==> src/rtl/core/nps_ram.sv <==
`timescale 1ns / 1ps

module nps_ram #(
    parameter int WIDTH = 8,
    parameter int DEPTH = 16
) (
    input  logic                     clk,
    input  logic                     we,
    input  logic [$clog2(DEPTH)-1:0] waddr,
    input  logic [WIDTH-1:0]         wdata,
    input  logic [$clog2(DEPTH)-1:0] raddr,
    output logic [WIDTH-1:0]         rdata
);

    logic [WIDTH-1:0] mem [DEPTH];

    always_ff @(posedge clk)
    begin
        if (we)
        begin
            mem[waddr] <= wdata;
        end
        rdata <= mem[raddr];
    end

endmodule

==> config.mk <==
export PLATFORM = sky130hd
export DESIGN_NAME = nps_ram
export DESIGN_NICKNAME = d
export VERILOG_FILES = /design/src/rtl/core/nps_ram.sv
export SDC_FILE = /design/constraint.sdc
export NUM_CORES = 1
export LEC_CHECK = 0
export BUFFER_PORTS_ARGS = -buffer_cell sky130_fd_sc_hd__buf_2
export CORE_UTILIZATION = 40
export CTS_CLUSTER_DIAMETER = 30
export DETAILED_ROUTE_END_ITERATION = 6
export GPL_TIMING_DRIVEN = 0
export RECOVER_POWER = 50
export SLEW_MARGIN = 20
export SYNTH_ARGS = -nofsm -noshare
export SYNTH_HDL_FRONTEND = slang
export SYNTH_SLANG_ARGS = --single-unit
==> constraint.sdc <==
create_clock -name clk -period 2.5 [get_ports clk]
set_input_delay 0.625 -clock clk [delete_from_list [all_inputs] [get_ports clk]]
set_output_delay 0.625 -clock clk [all_outputs]
set_load 0.005 [all_outputs]
After elaboration in Yosys (flattened, before gate mapping)
Memories as Yosys holds them, arrays and structs flattened. A register that Yosys moved wholly into a read port is not among the register bits. Index checks and enable logic that the tools add are counted.

Flip-flop bits (word level): 0. Memory bits (writable): 128. Bits of input ports: 18. Output and inout port bits: 8. Logic and storage cells: 3. Memories kept: 1.

Memories: mem (depth 16, bits a word 8, rd ports 1, clocked after memory_dff 1, wr ports 1, line 15) `logic [WIDTH-1:0] mem [DEPTH];`.

Multiplexer cells: 2.

Operator list (count): 1-bit 2-to-1 mux (2).

Logic depth before layout (Yosys ltp)
Gate-level depths: netlist of run 1.

Depth after elaboration: 2. Depth in mapped cells: 5. Depth with buffers taken out: 3.

Least setup slack after synthesis of run 1
Ideal clock, no wire load.

Kind: input to register. From: input waddr[2]. To: memory mem[0][0], enable pin. Setup time: 0.383 ns. Data arrival time: 1.735 ns. Required time: 2.117 ns. Path slack: 0.382 ns. Stages: 2. Path buffers: 0. Path through: or3b_2 -> nor3_1.

RTL lines: start, declared (line 9) `input logic [$clog2(DEPTH)-1:0] waddr,`; end, declared (line 15).

Straight into the memory's write port.

Worst setup path in the final report of run 1
From: input waddr[2]. To: memory mem[3][3], enable pin.

Straight into the memory's write port.

==> flow_summary.toml, run 1 <==
[drt]
viasPerCell = 5.186
wirelength_um = 9771
drt-initial-drc-count = 224
wl_per_cell_um = 21.38
num_vias = 2370
drcViolationCount = 0
antenna_left = 0
dr.pass1.iters = 5

[placed_design]
dpl-instance-area_mm2 = 0.005503
place_inst = 425
port_buffers = 24
hpwlAfterDp_um = 6132
gp_congestion = 0.7084

[clock_network]
cts_sinks = 136
ctsHoldBuffers = 0
ctsResizeCount = 0
cts_buffers = 17
insertion_delay_ns = 0.41
clock_path_buffers = 2
postCtsSetupRepairBufs = 0
cts_htree_levels = 4
tritoncts = "built"
path_clk_slew_ns = 0.06
cts_root_buffer = "clkbuf_16"

[finish]
drive_gt1_frac = 0.2632
fin_nets = 290
final_core_util = 0.4815
fillerInstances = 1044
finalNonFillerCells = 457
multi_input_area_mm2 = 0.001077
fin_area_mm2 = 0.006052
antenna_cells = 0
seqCellArea_mm2 = 0.004004
area_growth_pct = 17.57

[synth]
synthArstFlopShare = 0
synth-seq-area-share = 0.7778
yosys-top-cells-count = "128 x edfxtp_1, 18 x mux4_2, 16 x a22oi_1"
netlist.area_leader.share = 0.7467
synth-edff-count = 128
syn-num-nets = 247
avgSynthCellArea_um2 = 22.48
ys_ff_latch = 136
yosys_most_used_dff = "edfxtp_1"
synth_top_cell_by_area = "edfxtp_1"
ys_warn_count = 0
netlist_area_mm2 = 0.005147
synth.distinct_cells = 19
synthTopCellsByArea = "edfxtp_1 75%, mux4_2 7.9%, mux4_1 7.1%, dfxtp_1 3.1%, a22oi_1 2.3%"
yosysMostFrequentCell = "edfxtp_1"
syn_inst = 229

[sta]
finalMaxSlewViolations = 0
hold_violations = 0
tightest_slew_ns = 0.8414
skew_ns = 0.005132
finalSetupViolCount = 0
post-route-period-util = 0.7596
slew_headroom = 0.4370
min_period_ns = 1.899
whs_ns = 0.6784
fmax_mhz = 526.6
rsz0062_at_grt = "false"

[die]
pin_count = 26
row_count = 41
die-area_mm2 = 0.01333
core-area_mm2 = 0.01257
initial_core_util = 0.4096
fp.dieW_um = 115.4
dieHeight_um = 115.4

[pwr]
ir_drop_mv = 0.4587
leakage_uw = 0.001976
p_per_area_mw_per_mm2 = 850.4

[setup_path]
criticalPathCategory = "primary input to flip-flop"
arrival_ns = 1.94
endpoint_kind = "flip-flop"
required_ns = 2.54
worst-path-max-fanout = 8
slowest_delay_ns = 0.66
crit_slowest_cell = "nor2_1"
startpoint_type = "primary input"
worstPathCellList = "buf_2, or3b_2, nor2_1"

[global_route]
antenna_found_initial = 0
grt_pass1_vias = 2390
grt_pass1_wl_um = 14910
grt_remaining_overflow = 0
grt_use_total = 0.1677
grt_max_degree = 17

[hold_path]
hold_path_class = "flip-flop to flip-flop"

[job]
cap_viol_max_count = 0

[outcome]
status = "finished clean"
cells by family (layout without fill, tap and decap cells):
group                  Yosys count  after routing  synth area share
AO/OA/AOI/OAI                   16             16           0.02334
buffers and inverters           10             66           0.01677
flip-flops                     136            136            0.7778
multiplexers                    32             32            0.1502
AND/OR/NAND/NOR                 35             35           0.03184
registers in the layout (all words and copies together), names as in the netlist:
signal,count
rdata,8
mem,128
final cells by class:
class / instances / share of cell area
plain buffers: 10 / 0.01427
clock buffers: 17 / 0.07029
clock inverters: 15 / 0.02253
multi-input cells: 83 / 0.1780
flip-flops and latches: 136 / 0.6616
well taps: 172 / 0.03556
repair buffers: 24 / 0.01778
per-stage QoR:
step / total power, uW / worst slack (ns) / setup TNS, ns
after floorplan: 2738 / 0.3821 / 0
after global placement: 2847 / -0.2307 / -1.841
after detailed placement: 2854 / 0.1205 / 0
after CTS: 5188 / 0.5585 / 0
after global routing: 5310 / 0.5006 / 0
final: 5147 / 0.6010 / 0
metal layers:
metal  up-vias  part of all wire  global-route usage  routed length, um
met2        61              0.48              0.2479               4708
met3        11             0.047             0.05021                460
met5         -                 0                   0                  0
li1       1062                 -                   -                  -
met1      1236              0.46              0.2327               4446
met4         0             0.016             0.07273                156
worst paths after layout:
kind                  startpoint                   to  slack [ns]  depth (start not counted)
max                     waddr[2]  mem[3][3]$_DFFE_PP_        0.60                          3
max reg2reg  mem[9][4]$_DFFE_PP_     rdata[4]$_DFF_P_        1.10                          3
min          mem[8][2]$_DFFE_PP_     rdata[2]$_DFF_P_        0.68                          3
min reg2reg  mem[8][2]$_DFFE_PP_     rdata[2]$_DFF_P_        0.68                          3
critical path: cells and delay by family:
kind                   cells  cell delay [ns]
buffers and inverters      1             0.13
and+or+nand+nor            2             1.18
placed cells by master, fill, tap and decap left out, drive strengths merged:
| cell | n |
|---|---|
| mux4 | 32 |
| buf | 21 |
| clkinv | 8 |
| clkdlybuf4s25 | 3 |
| a22oi | 16 |
| clkbuf | 27 |
| nand3 | 1 |
| bufinv | 2 |
| and2 | 1 |
| nand2b | 2 |
| nor2b | 1 |
| dfxtp | 8 |
| edfxtp | 128 |
| or3b | 1 |
| nand3b | 2 |
| clkinvlp | 5 |
| nand2 | 9 |
| nor3 | 4 |
| and2b | 1 |
| nor2 | 13 |
power by group:
part           total [uW]  switching, uW  internal, uW  leakage (uW)
Combinational         238            140          98.2      0.000492
Clock                2350            903          1440      0.000261
Sequential           2560           10.9          2550       0.00122
Total                5150           1050          4090       0.00198
(Power assumes the default switching activity.)
==> run 2, diff against run 1 <==
clock period = 1.9 ns   (was 2.5 ns; I/O delays follow)
==> run 2 against run 1 <==
  * Routed wire length increased by 2.6%
  * Utilization about the same
  * Non-clock buffer count unchanged
  * Total power increased by 32%
  * Clock power increased by 33%
  * Setup slack got worse by 0.47 ns
  * Clock skew about the same
  * Largest cell class unchanged
  * Highest routed layer unchanged
==> flow_summary.toml, run 2 (synthesis results as in run 1) <==
[drt]
antenna_left = 0
dr.pass1.iters = 4
wl_per_cell_um = 21.93
drt-initial-drc-count = 183
num_vias = 2391
wirelength_um = 10020
viasPerCell = 5.232
drcViolationCount = 0

[sta]
hold_violations = 0
rsz0062_at_grt = "false"
finalSetupViolCount = 0
tightest_slew_ns = 0.8450
finalMaxSlewViolations = 0
tns_ns = 0
skew_ns = 0.004704
fin_ws_ns = 0.1354
fmax_mhz = 566.7
post-route-period-util = 0.9287
slew_headroom = 0.4346
min_period_ns = 1.765

[placed_design]
gp_congestion = 0.6903
place_ws_ns = -0.2920
hpwlAfterDp_um = 6373
port_buffers = 24

[global_route]
grt_use_total = 0.1675
grt_pass1_wl_um = 14980
antenna_found_initial = 0
grt_pass1_vias = 2413
grt_max_degree = 17
grt_remaining_overflow = 0

[outcome]
status = "finished clean"

[die]
die-area_mm2 = 0.01333
row_count = 41
fp.dieW_um = 115.4
core-area_mm2 = 0.01257
initial_core_util = 0.4096
pin_count = 26
dieHeight_um = 115.4

[clock_network]
path_clk_slew_ns = 0.06
cts_root_buffer = "clkbuf_16"
cts_htree_levels = 4
insertion_delay_ns = 0.40
tritoncts = "built"
ctsHoldBuffers = 0
cts_sinks = 136
postCtsSetupRepairBufs = 0
ctsResizeCount = 0
clock_path_buffers = 2
cts_buffers = 17

[setup_path]
startpoint_type = "primary input"
worst-path-max-fanout = 8
timing.rr.start = "mem[4][0]$_DFFE_PP_"
endpoint_kind = "flip-flop"
startpoint = "waddr[2]"
arrival_ns = 1.79
required_ns = 1.92
criticalPathCategory = "primary input to flip-flop"

[finish]
largest_reg_flops = 128
fillerInstances = 1025
antenna_cells = 0
fin_nets = 290
final_common_cell = "edfxtp_1"
drive_gt1_frac = 0.2632
area_growth_pct = 17.65
top_register = "mem"
top_regs = "mem x128, rdata x8"
layout_common_cells = "128 x edfxtp_1, 18 x mux4_2, 17 x clkbuf_16, 16 x buf_2, 16 x a22oi_1"

[pwr]
leakage_uw = 0.001995
total_power_uw = 6809
p_per_area_mw_per_mm2 = 1124
ir_drop_mv = 0.6253

[job]
cap_viol_max_count = 0

[hold_path]
hold_path_class = "primary input to flip-flop"
min_from = "waddr[1]"
-- run 2: changes by cell type in the layout (fill, tap and decap cells not counted), moves of 2 or more --
| cell | change |
|---|---|
| clkbuf_1 | +4 |
| clkbuf_8 | +2 |
| clkinv_1 | -4 |
| clkinv_2 | +4 |
| clkinvlp_4 | -4 |
-- run 2: power breakdown --
part / switching, uW / leakage, uW / internal [uW]
Clock: 1140 / 0.000283 / 1980
Combinational: 187 / 0.000489 / 129
Sequential: 15.0 / 0.00122 / 3360
Total: 1340 / 0.00200 / 5470
-- run 2: worst paths after layout --
check	cells past startpoint	to	slack (ns)
max	3	mem[2][0]$_DFFE_PP_	0.14
min reg2reg	3	rdata[2]$_DFF_P_	0.67
min	2	mem[12][0]$_DFFE_PP_	0.60
max reg2reg	3	rdata[0]$_DFF_P_	0.45
-- run 2: final cells by class --
class	count	area, um^2	area share
multi-input cells	83	1077	0.1779
clock inverters	10	102.6	0.01694
plain buffers	10	86.33	0.01426
repair buffers	24	106.4	0.01756
clock buffers	22	464.2	0.07665
well taps	172	215.2	0.03554
flip-flops and latches	136	4004	0.6612
-- run 2: critical path, stage by stage --
cell,delay [ns]
buf_2,0.11
or3b_2,0.54
nor2_1,0.66
-- run 2: metrics by stage --
| step | util | hold slack, ns | cells | cell area [um^2] |
|---|---|---|---|---|
| CTS | 0.4829 | 0.4676 | 457 | 6070 |
| finish | 0.4818 | 0.6043 | 457 | 6056 |
| detailed placement | 0.4378 | 0.6642 | 425 | 5503 |
| global route | 0.4818 | 0.6181 | 457 | 6056 |
| floorplan | - | 0.5739 | 229 | 5152 |
| global placement | 0.4366 | 0.6573 | 425 | 5488 |
-- run 2: per-layer routing --
metal | up-vias | GRT usage | wire (um)
met1 | 1257 | 0.2431 | 4654
met2 | 64 | 0.2519 | 4804
met3 | 9 | 0.03766 | 452
li1 | 1061 | - | -
met4 | 0 | 0.05714 | 110
met5 | - | 0 | 0
