`src/rtl/core/nps_pkg.sv`:
```
`timescale 1ns / 1ps

package nps_pkg;

    localparam int MAX_CELLS      = 1024;
    localparam int COORD_BITS     = 20;
    localparam int SLOT_BITS      = 10;
    localparam int DIFF_BITS      = COORD_BITS + 1;
    localparam int DIST_BITS      = 2 * DIFF_BITS;
    localparam int CC_BITS        = 11;
    localparam int DIM_BITS       = 2;
    localparam int CFG_DATA_BITS  = 11;
    localparam int CFG_INDEX_BITS = 1;

    localparam logic [CFG_INDEX_BITS-1:0] REG_CELL_COUNT      = 1'b0;
    localparam logic [CFG_INDEX_BITS-1:0] REG_DIMENSION_COUNT = 1'b1;

    localparam logic [DIM_BITS-1:0] DIM_XYZ = 2'd3;

    localparam logic ACT_LOAD  = 1'b0;
    localparam logic ACT_QUERY = 1'b1;

    typedef struct packed {
        logic                         action;
        logic [SLOT_BITS-1:0]         cell_slot;
        logic signed [COORD_BITS-1:0] first_x;
        logic signed [COORD_BITS-1:0] first_y;
        logic signed [COORD_BITS-1:0] first_z;
        logic signed [COORD_BITS-1:0] second_x;
        logic signed [COORD_BITS-1:0] second_y;
        logic signed [COORD_BITS-1:0] second_z;
    } nps_in_t;

    typedef struct packed {
        logic [SLOT_BITS-1:0] nearest_cell;
        logic [DIST_BITS-1:0] least_distance_sq;
        logic                 already_claimed;
    } nps_out_t;

    typedef struct packed {
        logic [CC_BITS-1:0]  cell_count;
        logic [DIM_BITS-1:0] dimension_count;
    } nps_cfg_t;

    typedef struct packed {
        logic signed [COORD_BITS-1:0] x;
        logic signed [COORD_BITS-1:0] y;
        logic signed [COORD_BITS-1:0] z;
    } nps_pos_t;

    // Travels alongside each cell as it moves through the distance pipeline.
    typedef struct packed {
        logic                 valid;
        logic                 first;
        logic                 last;
        logic [SLOT_BITS-1:0] index;
    } nps_tag_t;

    typedef struct packed {
        nps_tag_t             tag;
        logic [DIST_BITS-1:0] sq_dist;
    } nps_dist_t;

endpackage

```
`src/rtl/core/nps_dist_unit.sv`:
```
`timescale 1ns / 1ps

module nps_dist_unit (
    input  logic              clk,
    input  logic              rst_n,
    input  logic              use_z,
    input  nps_pkg::nps_pos_t mid,
    input  nps_pkg::nps_tag_t tag_in,
    input  nps_pkg::nps_pos_t pos_in,
    output nps_pkg::nps_dist_t dist_out
);

    import nps_pkg::*;

    nps_tag_t tag1_reg, tag2_reg, tag3_reg;

    logic signed [DIFF_BITS-1:0] dx_reg, dy_reg, dz_reg;
    logic signed [DIFF_BITS-1:0] dx_next, dy_next, dz_next;

    logic signed [DIST_BITS-1:0] px, py, pz;
    logic [DIST_BITS-1:0] sx_reg, sy_reg, sz_reg;
    logic [DIST_BITS-1:0] sum_reg, sum_next;

    // Differences are one bit wider than the coordinates so they never wrap.
    always_comb
    begin
        dx_next = {mid.x[COORD_BITS-1], mid.x} - {pos_in.x[COORD_BITS-1], pos_in.x};
        dy_next = {mid.y[COORD_BITS-1], mid.y} - {pos_in.y[COORD_BITS-1], pos_in.y};
        if (use_z)
        begin
            dz_next = {mid.z[COORD_BITS-1], mid.z} - {pos_in.z[COORD_BITS-1], pos_in.z};
        end
        else
        begin
            dz_next = '0;
        end
    end

    assign px = dx_reg * dx_reg;
    assign py = dy_reg * dy_reg;
    assign pz = dz_reg * dz_reg;

    // Each square is at most 2^40, so the sum of three fits the result width.
    assign sum_next = sx_reg + sy_reg + sz_reg;

    always_ff @(posedge clk or negedge rst_n)
    begin
        if (!rst_n)
        begin
            tag1_reg <= '0;
            tag2_reg <= '0;
            tag3_reg <= '0;
        end
        else
        begin
            tag1_reg <= tag_in;
            tag2_reg <= tag1_reg;
            tag3_reg <= tag2_reg;
        end
    end

    always_ff @(posedge clk)
    begin
        dx_reg  <= dx_next;
        dy_reg  <= dy_next;
        dz_reg  <= dz_next;
        sx_reg  <= DIST_BITS'(px);
        sy_reg  <= DIST_BITS'(py);
        sz_reg  <= DIST_BITS'(pz);
        sum_reg <= sum_next;
    end

    assign dist_out.tag     = tag3_reg;
    assign dist_out.sq_dist = sum_reg;

endmodule

```
`config.mk`:
```
export PLATFORM = sky130hd
export DESIGN_NAME = nps_dist_unit
export DESIGN_NICKNAME = d
export VERILOG_FILES = /design/src/rtl/core/nps_pkg.sv /design/src/rtl/core/nps_dist_unit.sv
export SDC_FILE = /design/constraint.sdc
export NUM_CORES = 2
export LEC_CHECK = 0
export BUFFER_PORTS_ARGS = -buffer_cell sky130_fd_sc_hd__buf_2
export CAP_MARGIN = 5
export CORE_ASPECT_RATIO = 1.25
export CORE_UTILIZATION = 66
export DETAILED_ROUTE_END_ITERATION = 8
export GPL_TIMING_DRIVEN = 1
export PLACE_DENSITY_LB_ADDON = 0.12
export SLEW_MARGIN = 10
export SYNTH_ARGS = -nofsm -noshare
export SYNTH_HDL_FRONTEND = slang
export SYNTH_SLANG_ARGS = --single-unit
```
`constraint.sdc`:
```
create_clock -name clk -period 9.6 [get_ports clk]
set_input_delay 0 -clock clk [delete_from_list [all_inputs] [get_ports clk]]
set_output_delay 0 -clock clk [all_outputs]
set_load 0.05 [all_outputs]
```
# --- Word level (Yosys, flattened, before mapping) ---
# Cells that the tools add are included.
totals:
  ff_bits: 270
  input_bits: 136
  out_inout_bits: 55
  wordCells: 27
op_classes:
  addsub: 5
  n_mul: 3
op_table:
  columns: ["cell", "count"]
  rows:
  - ["21-bit by 21-bit multiplier with 42-bit output", 3]
  - ["42-bit adder", 2]
  - ["20-bit by 20-bit subtractor with 21-bit output", 3]

# --- Depth between registers and ports, before layout ---
depth:
  ltp_word: 2
  depth_mapped: 29
  depth_no_buf: 27

# --- Worst setup path before layout ---
# No wires, ideal clock.
synth_path:
  kind: "reg-to-reg"
  startpoint: "register dy_reg[3]"
  endpoint: "register sy_reg[40]"
  arrival_time_ps: 6972
  slack_ps: 2556
  stages_incl_launch_ff: 28
  path_buffers: 3
  path_cell_list: "dfxtp_1 -> clkbuf_1 -> clkbuf_1 -> nand2_1 -> inv_1 -> fa_1 -> fa_1 -> inv_1 -> fa_1 -> inv_1 -> fa_1 -> fa_1 -> fa_1 -> inv_1 -> fa_1 -> inv_1 -> ha_1 -> buf_6 -> and2_0 -> a311o_1 -> a221oi_2 -> o211ai_1 -> a311oi_2 -> o22ai_1 -> o41a_1 -> a21o_1 -> a21oi_2 -> xnor2_1"
synth_between:
  elab_chain_cells: 1
synth_rtl:
  columns: ["element", "line", "text"]
  rows:
  - ["from (decl)", "nps_dist_unit.sv:17", "logic signed [DIFF_BITS-1:0] dx_reg, dy_reg, dz_reg;"]
  - ["from (signal assigned)", "nps_dist_unit.sv:65", "dy_reg <= dy_next;"]
  - ["21-bit by 21-bit multiplier with 42-bit output", "nps_dist_unit.sv:40", "assign py = dy_reg * dy_reg;"]
  - ["named net py[40]", "nps_dist_unit.sv:20", "logic signed [DIST_BITS-1:0] px, py, pz;"]
  - ["to (signal assigned)", "nps_dist_unit.sv:68", "sy_reg <= DIST_BITS'(py);"]
  - ["to (decl)", "nps_dist_unit.sv:21", "logic [DIST_BITS-1:0] sx_reg, sy_reg, sz_reg;"]
# The timed path passes the listed nets, and every way through them passes these cells.
# A chain may end at the register's enable or synchronous reset.

# --- Worst setup path after layout ---
layout_path:
  startpoint: "register dy_reg[20]"
  endpoint: "register sy_reg[40]"
# Same word-level chain as after synthesis.

==> impl_metrics.py <==
metrics = {
    "run_status": {
        "status": "complete, but fails checks",
        "failed_checks": "design-rule violations",
    },
    "global_routing": {
        "grtUsageTotal_pct": 32.4,
        "antenna_found_initial": 5,
        "grt-ovfl-total": 0,
        "grt_pass1_vias": 43800,
        "grt_max_degree": 40,
        "grt_first_pass_wirelength_mm": 215,
    },
    "yosys": {
        "synth_seq_area_share_pct": 10.0,
        "syn_area_um2": 55300,
        "ys_types": 73,
        "synth.most_common_cell": "inv_1",
        "synth-edff-count": 0,
        "ys_warn_count": 0,
        "synthCells": 5824,
        "syn_avg_cell_area_um2": 9.50,
        "synth_common_cells": "inv_1, fa_1, nand2_1",
        "synth_seq_cells": 267,
        "async_flop_share_pct": 14.6,
        "synth_top_area_share_pct": 46.6,
        "synth-main-ff-cell": "dfxtp_1",
        "yosysTopAreaCell": "fa_1",
        "synthTopCellsByArea": "fa_1, inv_1, ha_1, dfxtp_1, nand2_1",
    },
    "sta": {
        "rsz0062_at_grt": "no",
        "finalCritPeriodShare_pct": 85.1,
        "final-max-slew-violation-count": 0,
        "slew-limit-headroom_pct": 25.1,
        "skew_ps": 27.0,
        "tightest_slew_ps": 1120,
        "min_period_ps": 8170,
        "setup_viol": 0,
        "fmaxAchievable_mhz": 122,
        "hold_viol": 0,
        "fin_tns_setup_ps": 0,
    },
    "layout": {
        "fin_nets": 8028,
        "regArea_um2": 5540,
        "antenna_cells": 0,
        "multiInputGateArea_um2": 42700,
        "drive_gt1_share_pct": 5.11,
        "area_delta_synth_final_pct": 8.92,
        "largest_reg_flops": 42,
        "fill_cells": 6215,
    },
    "floorplanning": {
        "die_x_um": 261,
        "rows": 118,
        "ios": 191,
        "die_h_um": 326,
        "dieArea_um2": 85000,
        "fp.coreArea_um2": 83000,
        "start_util_pct": 66.7,
    },
    "cts": {
        "cts.reportedPaths.clkPinSlew_ps": 60,
        "cts.repair.resized": 0,
        "root_buffer": "clkbuf_16",
        "postCtsSetupBuffers": 0,
        "htreeDepth": 2,
        "hold_buffers": 169,
        "cts_buffer_depth": 3,
        "cts_buffers": 35,
        "cts_sinks": 267,
        "insertion_delay_ps": 600,
        "cts_tree": "built",
    },
    "detailed_routing": {
        "wl_per_cell_um": 17.8,
        "dr.pass1.iters": 9,
        "drt_iter0_drc": 2399,
        "num_vias": 39100,
        "ant_nets": 0,
        "vias_per_cell": 5.41,
        "drc": 14,
        "totalWireLength_mm": 129,
    },
    "run": {
        "maxCapViolCount": 0,
    },
    "setup_path": {
        "critPathMaxStageDelay_ps": 880,
        "r2r-end": "sy_reg[40]",
        "crit_top_cell": "fa_1",
        "rr_startpoint": "dy_reg[20]",
        "start_kind": "register",
        "rrSetupSlack_ps": 1430,
        "critical-path-slowest-cell": "dfxtp_1",
        "worstSetupEndpointType": "register",
        "criticalPathCategory": "reg -> reg",
        "cp.arrival_ps": 8670,
        "cp_cell_sequence": "inv_1 > nor2_1 > fa_1 > ha_1 > fa_1 > fa_1 > fa_1 > fa_1 > inv_1 > fa_1 > inv_1 > ha_1 > nand4_1 > nor2_1 > and3_1 > and3_1 > a311oi_2 > o22ai_1 > o41a_1 > a21o_1 > a21oi_2 > xnor2_1",
        "critPathBufInv": 3,
        "required_ps": 10100,
        "critical_path.top_delay_family": "adder cells",
        "crit_cells": 22,
        "cp_max_fo": 22,
        "rr_worst_depth": 22,
    },
    "place": {
        "gp_congestion": 0.945,
        "io_buffers": 190,
        "hpwl_mm": 107,
    },
    "hold_path": {
        "holdPathStages": 5,
        "min_to": "dz_reg[4]",
        "hold_class": "in -> reg",
        "hp-start": "pos_in[4]",
    },
}
-- per-layer routing --
layer,GRT usage (%),share of wire [%],vias to the layer above
li1,-,-,17700
met4,16.4,5.9,0
met2,58.7,53,1281
met5,0,0,-
met3,3.26,5.2,415
met1,38.0,36,19700
-- worst register-to-register path, stage by stage (launching register included) --
cell and delay [ps]:
dfxtp_1 880, inv_1 630, nor2_1 380, fa_1 510, ha_1 490, fa_1 820, fa_1 510, fa_1 510
fa_1 490, inv_1 50, fa_1 500, inv_1 40, ha_1 330, nand4_1 120, nor2_1 70, and3_1 190
and3_1 190, a311oi_2 340, o22ai_1 160, o41a_1 370, a21o_1 210, a21oi_2 170, xnor2_1 140
-- layout by cell type, fill, tap and decap left out, types with 25 or more instances in the layout --
master            n
a211oi_1         31
a21o_1           90
a21oi_1         150
and2_1          205
buf_2           190
buf_4            30
clkbuf_16        35
dfrtp_1          39
dfxtp_1         228
dlygate4sd3_1   169
fa_1           1287
ha_1            484
inv_1          1746
nand2_1         486
nand2b_1         27
nand3_1          30
nor2_1          221
nor2b_1          32
nor3_1           31
o21a_1           35
o21ai_0          94
o21bai_1         25
xnor2_1         191
xor2_1           73
-- worst max-delay path by stage --
stage / from / end
after floorplan: dy_reg[3] / sy_reg[40]
after global placement: dz_reg[8] / sz_reg[40]
after detailed placement: dy_reg[20] / sy_reg[40]
after CTS: dy_reg[20] / sy_reg[40]
after global routing: dy_reg[20] / sy_reg[40]
final: dy_reg[20] / sy_reg[40]
-- cells by family after synthesis --
family	count (synthesis)	share of synthesized area, %
buffers and inverters	1882	12.8
adders and majority gates	1771	57.5
and+or+nand+nor	1104	9.18
AOI/OAI and AO/OA	530	6.24
DFF	267	10.0
xor gates and xnor gates	264	4.18
muxes	5	0.0972
other	1	0.00678
-- stage by stage --
stage / setup slack, ps / hold slack, ps / utilization (%) / area [um2] / instances
final: 1430 / 21.2 / 72.6 / 60300 / 7228
after global routing: 943 / 45.9 / 72.6 / 60300 / 7228
after CTS: 1450 / 1.42 / 72.6 / 60300 / 7228
after detailed placement: 1570 / 109 / 69.1 / 57400 / 6995
after global placement: 1710 / 108 / 69.1 / 57400 / 6995
after floorplan: 2560 / -296 / - / 55300 / 5826
-- cell type report --
class	count	share of cell area, %
Sequential cell	267	9.19
Timing Repair Buffer	389	4.76
Tap cell	1080	2.24
Inverter	1751	10.9
Multi-Input combinational cell	3677	70.9
Clock buffer	37	1.48
Clock inverter	27	0.525
Power is left out: the tool's default activity adds up to more than one toggle a clock period on the data nets, which glitch-free logic cannot reach.
