--- src/rtl/core/nps_pkg.sv ---
`timescale 1ns / 1ps

package nps_pkg;

    localparam int MAX_CELLS      = 1024;
    localparam int COORD_BITS     = 20;
    localparam int SLOT_BITS      = 10;
    localparam int DIFF_BITS      = COORD_BITS + 1;
    localparam int DIST_BITS      = 2 * DIFF_BITS;
    localparam int CC_BITS        = 11;
    localparam int DIM_BITS       = 2;
    localparam int CFG_DATA_BITS  = 11;
    localparam int CFG_INDEX_BITS = 1;

    localparam logic [CFG_INDEX_BITS-1:0] REG_CELL_COUNT      = 1'b0;
    localparam logic [CFG_INDEX_BITS-1:0] REG_DIMENSION_COUNT = 1'b1;

    localparam logic [DIM_BITS-1:0] DIM_XYZ = 2'd3;

    localparam logic ACT_LOAD  = 1'b0;
    localparam logic ACT_QUERY = 1'b1;

    typedef struct packed {
        logic                         action;
        logic [SLOT_BITS-1:0]         cell_slot;
        logic signed [COORD_BITS-1:0] first_x;
        logic signed [COORD_BITS-1:0] first_y;
        logic signed [COORD_BITS-1:0] first_z;
        logic signed [COORD_BITS-1:0] second_x;
        logic signed [COORD_BITS-1:0] second_y;
        logic signed [COORD_BITS-1:0] second_z;
    } nps_in_t;

    typedef struct packed {
        logic [SLOT_BITS-1:0] nearest_cell;
        logic [DIST_BITS-1:0] least_distance_sq;
        logic                 already_claimed;
    } nps_out_t;

    typedef struct packed {
        logic [CC_BITS-1:0]  cell_count;
        logic [DIM_BITS-1:0] dimension_count;
    } nps_cfg_t;

    typedef struct packed {
        logic signed [COORD_BITS-1:0] x;
        logic signed [COORD_BITS-1:0] y;
        logic signed [COORD_BITS-1:0] z;
    } nps_pos_t;

    // Travels alongside each cell as it moves through the distance pipeline.
    typedef struct packed {
        logic                 valid;
        logic                 first;
        logic                 last;
        logic [SLOT_BITS-1:0] index;
    } nps_tag_t;

    typedef struct packed {
        nps_tag_t             tag;
        logic [DIST_BITS-1:0] sq_dist;
    } nps_dist_t;

endpackage

--- src/rtl/core/nps_seq.sv ---
`timescale 1ns / 1ps

module nps_seq (
    input  logic                                  clk,
    input  logic                                  rst_n,
    input  logic                                  start,
    output logic                                  busy,
    input  nps_pkg::nps_in_t                      item,
    input  nps_pkg::nps_cfg_t                     cfg,
    output logic                                  pos_we,
    output logic [$clog2(nps_pkg::MAX_CELLS)-1:0] pos_waddr,
    output nps_pkg::nps_pos_t                     pos_wdata,
    output logic [$clog2(nps_pkg::MAX_CELLS)-1:0] pos_raddr,
    output nps_pkg::nps_tag_t                     tag_out,
    output nps_pkg::nps_pos_t                     mid,
    output logic                                  use_z,
    input  nps_pkg::nps_dist_t                    dist_in,
    output logic                                  clm_we,
    output logic [$clog2(nps_pkg::MAX_CELLS)-1:0] clm_waddr,
    output logic                                  clm_wdata,
    output logic [$clog2(nps_pkg::MAX_CELLS)-1:0] clm_raddr,
    input  logic                                  clm_rdata,
    output logic                                  done,
    output nps_pkg::nps_out_t                     result
);

    import nps_pkg::*;

    localparam int AW       = $clog2(MAX_CELLS);
    localparam int CNT_BITS = $clog2(MAX_CELLS + 1);

    typedef enum logic [5:0] {
        ST_CLEAR = 6'b000001,
        ST_IDLE  = 6'b000010,
        ST_SCAN  = 6'b000100,
        ST_DRAIN = 6'b001000,
        ST_CLAIM = 6'b010000,
        ST_DONE  = 6'b100000
    } state_t;

    state_t state_reg, state_next;

    logic [AW-1:0]       clr_reg, clr_next;
    logic [CNT_BITS-1:0] iss_reg, iss_next;
    logic [CNT_BITS-1:0] n_eff, n_last;
    nps_tag_t            tag_reg, tag_next;
    nps_pos_t            mid_reg, mid_next;
    logic [SLOT_BITS-1:0] best_reg, best_next;
    logic [DIST_BITS-1:0] best_dist_reg, best_dist_next;

    logic slot_ok;
    logic [COORD_BITS:0] sum_x, sum_y, sum_z;

    // A cell count of zero scans one cell; a count past the table saturates.
    always_comb
    begin
        if (cfg.cell_count == '0)
        begin
            n_eff = CNT_BITS'(1);
        end
        else if (32'(cfg.cell_count) > MAX_CELLS)
        begin
            n_eff = CNT_BITS'(MAX_CELLS);
        end
        else
        begin
            n_eff = CNT_BITS'(cfg.cell_count);
        end
    end

    assign n_last  = n_eff - CNT_BITS'(1);
    assign slot_ok = 32'(item.cell_slot) < MAX_CELLS;
    assign use_z   = (cfg.dimension_count == DIM_XYZ);

    // Midpoint: the top bits of the widened sum give floor((a + b) / 2).
    assign sum_x = {item.first_x[COORD_BITS-1], item.first_x}
                 + {item.second_x[COORD_BITS-1], item.second_x};
    assign sum_y = {item.first_y[COORD_BITS-1], item.first_y}
                 + {item.second_y[COORD_BITS-1], item.second_y};
    assign sum_z = {item.first_z[COORD_BITS-1], item.first_z}
                 + {item.second_z[COORD_BITS-1], item.second_z};

    always_comb
    begin
        state_next     = state_reg;
        clr_next       = clr_reg;
        iss_next       = iss_reg;
        mid_next       = mid_reg;
        tag_next       = '0;
        pos_we         = 1'b0;
        pos_waddr      = AW'(item.cell_slot);
        pos_wdata.x    = item.first_x;
        pos_wdata.y    = item.first_y;
        pos_wdata.z    = item.first_z;
        clm_we         = 1'b0;
        clm_waddr      = clr_reg;
        clm_wdata      = 1'b0;

        unique case (state_reg)
            ST_CLEAR:
            begin
                clm_we   = 1'b1;
                clr_next = clr_reg + 1'b1;
                if (clr_reg == AW'(MAX_CELLS - 1))
                begin
                    state_next = ST_IDLE;
                end
            end
            ST_IDLE:
            begin
                if (start)
                begin
                    if (item.action == ACT_LOAD)
                    begin
                        // Loading a cell also clears its claim mark.
                        if (slot_ok)
                        begin
                            pos_we    = 1'b1;
                            clm_we    = 1'b1;
                            clm_waddr = AW'(item.cell_slot);
                        end
                    end
                    else
                    begin
                        mid_next.x = sum_x[COORD_BITS:1];
                        mid_next.y = sum_y[COORD_BITS:1];
                        mid_next.z = sum_z[COORD_BITS:1];
                        iss_next   = '0;
                        state_next = ST_SCAN;
                    end
                end
            end
            ST_SCAN:
            begin
                tag_next.valid = 1'b1;
                tag_next.first = (iss_reg == '0);
                tag_next.last  = (iss_reg == n_last);
                tag_next.index = SLOT_BITS'(iss_reg);
                iss_next       = iss_reg + 1'b1;
                if (iss_reg == n_last)
                begin
                    state_next = ST_DRAIN;
                end
            end
            ST_DRAIN:
            begin
                if (dist_in.tag.valid && dist_in.tag.last)
                begin
                    state_next = ST_CLAIM;
                end
            end
            ST_CLAIM:
            begin
                state_next = ST_DONE;
            end
            ST_DONE:
            begin
                clm_we     = 1'b1;
                clm_waddr  = AW'(best_reg);
                clm_wdata  = 1'b1;
                state_next = ST_IDLE;
            end
            default:
            begin
                state_next = ST_IDLE;
            end
        endcase
    end

    // Strict less-than keeps the lowest index on a tie.
    always_comb
    begin
        best_next      = best_reg;
        best_dist_next = best_dist_reg;
        if (dist_in.tag.valid && (dist_in.tag.first || dist_in.sq_dist < best_dist_reg))
        begin
            best_next      = dist_in.tag.index;
            best_dist_next = dist_in.sq_dist;
        end
    end

    always_ff @(posedge clk or negedge rst_n)
    begin
        if (!rst_n)
        begin
            state_reg <= ST_CLEAR;
            clr_reg   <= '0;
            iss_reg   <= '0;
            tag_reg   <= '0;
        end
        else
        begin
            state_reg <= state_next;
            clr_reg   <= clr_next;
            iss_reg   <= iss_next;
            tag_reg   <= tag_next;
        end
    end

    always_ff @(posedge clk)
    begin
        mid_reg       <= mid_next;
        best_reg      <= best_next;
        best_dist_reg <= best_dist_next;
    end

    assign pos_raddr = AW'(iss_reg);
    assign clm_raddr = AW'(best_reg);
    assign tag_out   = tag_reg;
    assign mid       = mid_reg;

    assign busy = (state_reg != ST_IDLE);
    assign done = (state_reg == ST_DONE);

    assign result.nearest_cell      = best_reg;
    assign result.least_distance_sq = best_dist_reg;
    assign result.already_claimed   = clm_rdata;

endmodule

--- config.mk ---
export PLATFORM = sky130hd
export DESIGN_NAME = nps_seq
export DESIGN_NICKNAME = d
export VERILOG_FILES = /design/src/rtl/core/nps_pkg.sv /design/src/rtl/core/nps_seq.sv
export SDC_FILE = /design/constraint.sdc
export NUM_CORES = 1
export LEC_CHECK = 0
export BUFFER_PORTS_ARGS = -buffer_cell sky130_fd_sc_hd__buf_2
export CAP_MARGIN = 20
export CORE_MARGIN = 2
export CORE_UTILIZATION = 35
export CTS_BUF_LIST = sky130_fd_sc_hd__clkbuf_2 sky130_fd_sc_hd__clkbuf_4 sky130_fd_sc_hd__clkbuf_8
export DETAILED_ROUTE_END_ITERATION = 6
export PLACE_DENSITY = 0.64
export SKIP_LAST_GASP = 1
export SYNTH_ARGS = -nofsm -noshare
export SYNTH_HDL_FRONTEND = slang
export SYNTH_SLANG_ARGS = --single-unit
export TNS_END_PERCENT = 20
--- constraint.sdc ---
create_clock -name clk -period 8.1 [get_ports clk]
set_input_delay 0.405 -clock clk [delete_from_list [all_inputs] [get_ports clk]]
set_output_delay 0.405 -clock clk [all_outputs]
set_load 0.005 [all_outputs]
Yosys cells after proc, flatten, opt, wreduce, memory -nomap -nowiden
Index checks and enable logic that the tools add are counted.
- word-level logic and storage cells: 65
- register bits: 152
- bits of input ports: 203
- output and inout bits: 232
- eq/ne operators: 15
- add/sub/neg operators: 6
- multiplexer cells: 20
- $lt $le $gt $ge: 2
- reductions and logical operators: 10
- operators with widths (cell ; count):
    20-bit by 20-bit adder with 21-bit output ; 3
    11-bit two-way mux ; 4
    42-bit < comparator ; 1
    6-bit two-way mux ; 5
    6-bit one-hot mux with 5 select lines ; 1
    11-bit zero test ; 2
    11-bit one-hot mux with 2 select lines ; 1
    10-bit two-way mux ; 2
    10-bit one-hot mux with 2 select lines ; 1
    13-bit two-way mux ; 1
    11-bit by 1-bit adder with 11-bit output (second input constant) ; 1
    11-bit == test ; 1
    11-bit > comparator (second input constant) ; 1
    11-bit by 1-bit subtractor with 11-bit output (second input constant) ; 1
    10-bit by 1-bit adder with 10-bit output (second input constant) ; 1
    10-bit == test (second input constant) ; 1
    2-bit inequality test (second input constant) ; 5
    6-bit by 1-bit == test with 1-bit output (second input constant) ; 1
    6-bit by 2-bit == test with 1-bit output (second input constant) ; 1
    6-bit by 3-bit == test with 1-bit output (second input constant) ; 1
    6-bit by 4-bit == test with 1-bit output (second input constant) ; 1
    6-bit by 5-bit == test with 1-bit output (second input constant) ; 1
    6-bit == test (second input constant) ; 1
    6-bit by 2-bit inequality test with 1-bit output (second input constant) ; 1
    other kinds (9) ; 14

Depth between registers and ports, before layout
Gate-level depths: netlist (run 1).
- depth in word-level cells: 7
- gate-level depth with buffers: 10

Least setup slack after synthesis (run 1)
OpenSTA, ideal clock, no wires.
- kind: input to register
- start: input port dist_in[9] in the netlist's numbering
- end: register best_dist_reg[0] (enable)
- setup slack: 3125 ps
- data required time: 7607 ps
- buffers on the path: 0
- data arrival time: 4482 ps
- setup time: 493 ps
- cell stages on the path: 8
- cells stage by stage: ha_1 -> a2111oi_0 -> o21ai_0 -> a21oi_1 -> o31a_1 -> o211ai_1 -> a311o_1 -> a31oi_1
- cells in the longest elaborated chain, start to end: 3
- ends and longest elaborated chain (item ; RTL line ; RTL):
    start: declaration ; nps_seq.sv:17 ; input nps_pkg::nps_dist_t dist_in,
    42-bit < comparator ; nps_seq.sv:175 ; if (dist_in.tag.valid && (dist_in.tag.first || dist_in.sq_dist < best_dist_reg))
    1-bit logical OR ; nps_seq.sv:175 ;
    1-bit logical AND ; nps_seq.sv:175 ;
    end signal: assignment ; nps_seq.sv:204 ; best_dist_reg <= best_dist_next;
    end: declaration ; nps_seq.sv:49 ; logic [DIST_BITS-1:0] best_dist_reg, best_dist_next;
Every way passes these cells.
A chain may end at the register's enable or synchronous reset.

Final worst setup path (run 1)
- start: register best_dist_reg[21]
- end: register best_dist_reg[22] (enable)
- cells in the longest elaborated chain, start to end: 3
- ends and longest elaborated chain (item ; RTL line):
    42-bit < comparator ; nps_seq.sv:175
    1-bit logical OR ; nps_seq.sv:175
    1-bit logical AND ; nps_seq.sv:175
Every way passes these cells.

==> flow_summary.toml, run 1 <==
[layout]
n_antenna_cell = 0
num-nets-final = 1584
syn2layout_area_growth_pct = 23.7
final_cells = 1667
fin_util = 0.440
seqCellArea_um2 = 4370
drive_gt1_frac = 0.385
nFillCells = 2702
largest_reg_flops = 60
multi_input_area_um2 = 4580

[power]
power_mw = 2.04
clockPowerShare = 0.303
leakagePower_nw = 5.92
p_sw_mw = 0.643
powerDensity_nw_per_um2 = 166
peakVddDrop_uv = 89.0
seqPwrFrac = 0.458
p_comb_frac = 0.238
intPower_mw = 1.40
swShare = 0.315

[run]
maxCapViolCount = 0

[synthesis]
yosysWarnings = 0
ys_types = 67
synth-xor-area-share = 0.0680
synth_top_flop_cell = "edfxtp_1"
yosys.area.top_type = "edfxtp_1"
synth_simple_gate_area_frac = 0.126
synth.area.mux_share = 0.00303
synth_edf_count = 112
seq_area_frac_synth = 0.440
syn_area_um2 = 9910
synthTopCellsByArea = "edfxtp_1, ha_1, dfrtp_1"
async_reset_ff_frac = 0.263
synth-compound-area-share = 0.128
ys_ff_latch = 152
synth.net_count = 1230
synth_top_family_by_area = "adder cells"
avgSynthCellArea_um2 = 10.8
synth_top_area_share = 0.339
synthAdderAreaFrac = 0.135
syn_inst = 922

[critical_path]
start_kind = "flip-flop"
arrival_ns = 3.84
crit_path_end_kind = "flip-flop"
crit_required_ns = 8.20
crit_fanout = 27
crit_type = "reg -> reg"
r2r_slack_ns = 4.36

[timing]
fin_crit_ns = 3.74
rsz0062_at_grt = "no"
setup_viol_count_final = 0
worstMarginPinSlew_ns = 0.898
slew_violations = 0
fmax_mhz = 268
setup_tns_ns = 0
setup_slack_ns = 4.36
min_period_over_period = 0.461
finalHoldViolCount = 0
fin_worst_skew_ns = 0.0207
max_slew_margin = 0.401

[placement]
place_ws_ns = 4.22
dpl.cell_count = 1635
dp_hpwl_um = 22700
place_congestion = 0.895
io_buffer_count = 432

[clock_tree]
cts_buffers = 17
h-tree-depth = 4
cts_root_buffer = "clkbuf_8"
clkLatencyLatePin_ns = 0.45
ctsResizeCount = 0
cts_tree = "yes"
hold_buffers = 0
post_cts_buffers = 0
cts_sinks = 152
clockBufferDepth = 2
clk_pin_slew_ns = 0.11

[floorplanning]
fp.dieH_um = 172
io_pins = 435
start_util = 0.356
core_area_um2 = 27900
num_rows = 61
die_area_um2 = 29700
die_x_um = 172

[drt]
dr.pass1.iters = 4
via_per_inst = 4.85
drt-initial-drc-count = 359
drt-total-wl_um = 27600
wire_per_inst_um = 16.6
vias = 8080
drc = 0
detail-route-antenna-nets = 0

[global_routing]
grt_overflow = 0
grt_pass1_vias = 7803
grt_max_degree = 62
antenna_found_initial = 0
grt_usage = 0.180
grt_first_pass_wirelength_um = 41100

[status]
status = "complete, no violations"

[hold_path]
hold_class = "in -> async"
[metal layers]
metal / up-vias / share of wire / GRT usage / wire length (um)
met5: - / 0 / 0 / 0
met4: 0 / 0.023 / 0.0610 / 631
met3: 27 / 0.062 / 0.0378 / 1710
met2: 293 / 0.50 / 0.322 / 13700
met1: 3778 / 0.42 / 0.214 / 11600
li1: 3982 / - / - / -
[critical path, cell delays in order (launching register included)]
cell	delay, ns
edfxtp_1	0.40
inv_1	0.07
ha_1	0.25
a211oi_1	0.24
a21oi_1	0.09
o41ai_1	0.45
o21ai_0	0.24
a311o_1	0.43
a31oi_4	0.73
buf_4	0.48
[through the flow]
stage                     hold slack [ns]  instance area [um2]
after floorplan                     0.109                 9910
after global placement              0.481                11900
after detailed placement            0.483                11900
after CTS                          0.0658                12300
after global routing               0.0800                12300
final                              0.0798                12300
[power by group through the flow]
stage / registers, mW / clock network [mW] / logic (mW)
2_1_floorplan: 0.954 / 0 / 0.302
3_3_place_gp: 0.950 / 0 / 0.481
3_5_place_dp: 0.952 / 0 / 0.488
4_1_cts: 0.935 / 0.646 / 0.490
5_1_grt: 0.941 / 0.668 / 0.546
6_report: 0.935 / 0.618 / 0.486
[kinds of logic after synthesis]
| family | after synthesis |
|---|---|
| AND/OR/NAND/NOR | 233 |
| AO/OA/AOI/OAI | 186 |
| buffers and inverters | 166 |
| flip-flops | 152 |
| adder cells (fa/ha/maj) | 105 |
| XOR/XNOR | 77 |
| multiplexers | 3 |
[Yosys cell counts, types with 3 or more instances]
library cell / number
edfxtp_1: 112
ha_1: 102
buf_4: 92
inv_1: 64
nand2_1: 61
nor2_1: 54
xnor2_1: 53
dfrtp_1: 39
a21oi_1: 37
o21ai_0: 24
xor2_1: 24
o21a_1: 21
or3_1: 15
nand4_1: 14
nor2b_1: 14
a21o_1: 13
nor3_1: 12
o211ai_1: 11
a22oi_1: 10
and2_1: 9
a211oi_1: 8
a31oi_1: 8
o22ai_1: 8
clkbuf_1: 7
nand2b_1: 7
nand3_1: 7
nor4_1: 7
a21oi_2: 6
o21bai_1: 6
a31o_2: 5
or4_1: 5
a41o_1: 4
and3_1: 4
o2111ai_1: 4
o221ai_1: 4
a311oi_1: 3
fa_1: 3
mux2i_1: 3
nand3b_1: 3
nor3b_1: 3
[worst paths after layout]
path	depth (start not counted)	endpoint	startpoint
worst max-delay path	9	best_dist_reg[22]	best_dist_reg[21]
worst min-delay path	1	tag_out[0]	rst_n
worst max register to register	9	best_dist_reg[22]	best_dist_reg[21]
worst min register to register	1	clr_reg[8]	clr_reg[8]
max in group asynchronous	1	tag_out[9]	rst_n
min in group clk	1	clm_raddr[3]	dist_in[45]
[area by class of cell]
class | instances | area share
multi-input combinational | 604 | 0.373
sequential | 152 | 0.356
timing repair buffer | 436 | 0.179
tap | 378 | 0.0386
inverter | 65 | 0.0199
clock buffer | 17 | 0.0191
clock inverter | 15 | 0.0143
[cell usage in the layout, fill, tap and decap left out, types with 4 or more instances in the layout]
cell         n
buf_2      432
edfxtp_1   112
ha_1       102
inv_1       64
nand2_1     61
nor2_1      54
xnor2_1     53
dfrtp_1     39
a21oi_1     37
o21ai_0     24
xor2_1      24
o21a_1      21
clkbuf_8    17
or3_1       15
nor2b_1     14
nand4_1     14
a21o_1      13
nor3_1      12
o211ai_1    11
a22oi_1     10
and2_1       9
o22ai_1      8
a211oi_1     8
nand3_1      7
a31oi_1      7
nand2b_1     7
nor4_1       7
a21oi_2      6
o21bai_1     6
inv_6        6
or4_1        5
a31o_2       5
o2111ai_1    4
o221ai_1     4
a41o_1       4
and3_1       4
inv_8        4
buf_4        4
(Power assumes the default switching activity.)
==> run 2, diff against run 1 <==
Clock period 8.1 ns to 3.9 ns, I/O delays scaled along.
==> flow_summary.toml, run 2 (synthesis results as in run 1) <==
[layout]
final_cell_mix = "buf_2, edfxtp_1, ha_1"
largest_reg_flops = 60
nFillCells = 2599
final_cells = 1721
design_area_um2 = 12800
num-nets-final = 1638
n_antenna_cell = 0
syn2layout_area_growth_pct = 28.9
drive_gt1_frac = 0.370
final_common_cell = "buf_2"

[timing]
setup_slack_ns = 0.923
worstMarginPinSlew_ns = 0.876
min_period_over_period = 0.763
fmax_mhz = 336
rsz0062_at_grt = "no"
slew_violations = 0
finalHoldViolCount = 0
setup_viol_count_final = 0
fin_worst_skew_ns = 0.0222
max_slew_margin = 0.416
setup_tns_ns = 0
fin_crit_ns = 2.98

[placement]
place_congestion = 0.864
io_buffer_count = 432
dpl.cell_count = 1636
dp_hpwl_um = 22200
postPlaceCellArea_um2 = 11900
place_ws_ns = 0.954

[clock_tree]
cts_sinks = 152
h-tree-depth = 4
cts_buffers = 17
cts_tree = "yes"
clkLatencyLatePin_ns = 0.44
clockBufferDepth = 2
clk_pin_slew_ns = 0.09
post_cts_buffers = 0
cts_root_buffer = "clkbuf_8"

[drt]
wire_per_inst_um = 16.1
drt-total-wl_um = 27700
detail-route-antenna-nets = 0
drc = 0
dr.pass1.iters = 5
drt-initial-drc-count = 443
via_per_inst = 4.87
vias = 8374

[global_routing]
grt_pass1_vias = 8235
antenna_found_initial = 0
grt_usage = 0.182
grt_overflow = 0
grt_max_degree = 41
grt_first_pass_wirelength_um = 41600

[power]
seqPwrFrac = 0.460
swShare = 0.307
intPower_mw = 2.92
powerDensity_nw_per_um2 = 330
leakagePower_nw = 6.13
p_comb_frac = 0.250
power_mw = 4.21
clockPowerShare = 0.290
p_sw_mw = 1.29
peakVddDrop_uv = 172

[critical_path]
path_buf_inv = 3
arrival_ns = 3.07
r2r_slack_ns = 0.96
max_stage_delay_ns = 0.54
crit_path_end_kind = "flip-flop"
r2r-end = "best_dist_reg[39]"
crit_family = "compound AO/OA/AOI/OAI gates"
cp_slowest_cell = "dlygate4sd3_1"
start_kind = "primary input"
r2r_cells = 9
worstReg2RegStart = "best_dist_reg[21]"
critical_path.cell_chain = "dlygate4sd3_1 > buf_2 > ha_1 > a2111oi_0 > o21ai_0 > a21oi_1 > o31a_1 > o211ai_1 > a311o_1 > a31oi_4 > buf_4"
crit_type = "in -> reg"
crit_fanout = 30
crit_required_ns = 3.99

[floorplanning]
core_area_um2 = 27900
num_rows = 61
io_pins = 435
die_x_um = 172
start_util = 0.356
fp.dieH_um = 172
die_area_um2 = 29700

[hold_path]
min_from = "dist_in[52]"
min_to = "state_reg[3]"
hold_class = "in -> reg"
hold_path_depth = 3

[status]
status = "complete, no violations"

[run]
maxCapViolCount = 0
==> run 2: cell types whose count changed in the layout (fill, tap and decap cells not counted), sizes merged <==
cell         before  now
buf             436  437
clkinv            2    3
clkinvlp          2    3
dlygate4sd3       0   53
inv              75   73
==> run 2: how the worst max path moves through the flow <==
stage / startpoint / end / slack [ns] / cells past startpoint
3_3_place_gp: cfg[4] / state_reg[2] / 1.05 / 11
2_1_floorplan: best_dist_reg[9] / best_dist_reg[0] / 0.006 / 9
4_1_cts: best_dist_reg[21] / best_dist_reg[39] / 0.96 / 9
3_5_place_dp: cfg[4] / state_reg[2] / 0.95 / 11
5_1_grt: best_dist_reg[9] / best_dist_reg[39] / 0.75 / 10
6_report: dist_in[9] / best_dist_reg[39] / 0.92 / 11
==> run 2: what timing repair did <==
item                      4_1_cts  5_1_grt
gates resized for setup         0        0
hold endpoints to repair       91        0
hold buffers                   53        0
==> run 2: area by class of cell <==
class / count / area, um2 / area share
multi-input combinational: 604 / 4580 / 0.358
sequential: 152 / 4370 / 0.342
timing repair buffer: 490 / 2730 / 0.214
tap: 378 / 473 / 0.0370
inverter: 65 / 244 / 0.0191
clock buffer: 17 / 234 / 0.0183
clock inverter: 15 / 159 / 0.0124
==> run 2: worst register-to-register path, cell delays in order, from the launching register on <==
cell and delay [ns]:
edfxtp_1 0.39, inv_1 0.07, ha_1 0.24, a211oi_1 0.25, a21oi_1 0.10, o41ai_1 0.33
o21ai_0 0.19, a311o_1 0.42, a31oi_4 0.19, buf_4 0.39
==> run 2: per-layer routing <==
metal / global-route usage / share of wire / vias up
li1: - / - / 4092
met4: 0.0515 / 0.018 / 0
met5: 0 / 0 / -
met2: 0.334 / 0.51 / 344
met3: 0.0465 / 0.071 / 32
met1: 0.210 / 0.40 / 3906
==> run 2: power groups by stage <==
stage          combinational [mW]  clock, mW  sequential, mW
6_report                     1.05       1.22            1.94
5_1_grt                      1.18       1.34            1.95
4_1_cts                      1.06       1.27            1.94
3_5_place_dp                 1.01          0            1.97
3_3_place_gp                0.997          0            1.97
2_1_floorplan               0.627          0            1.98
==> run 2: through the flow <==
step                       util  hold slack (ns)
after global routing      0.459           0.0638
final                     0.459            0.107
after global placement    0.426            0.373
after CTS                 0.459           0.0719
after detailed placement  0.426            0.377
after floorplan               -           -0.101
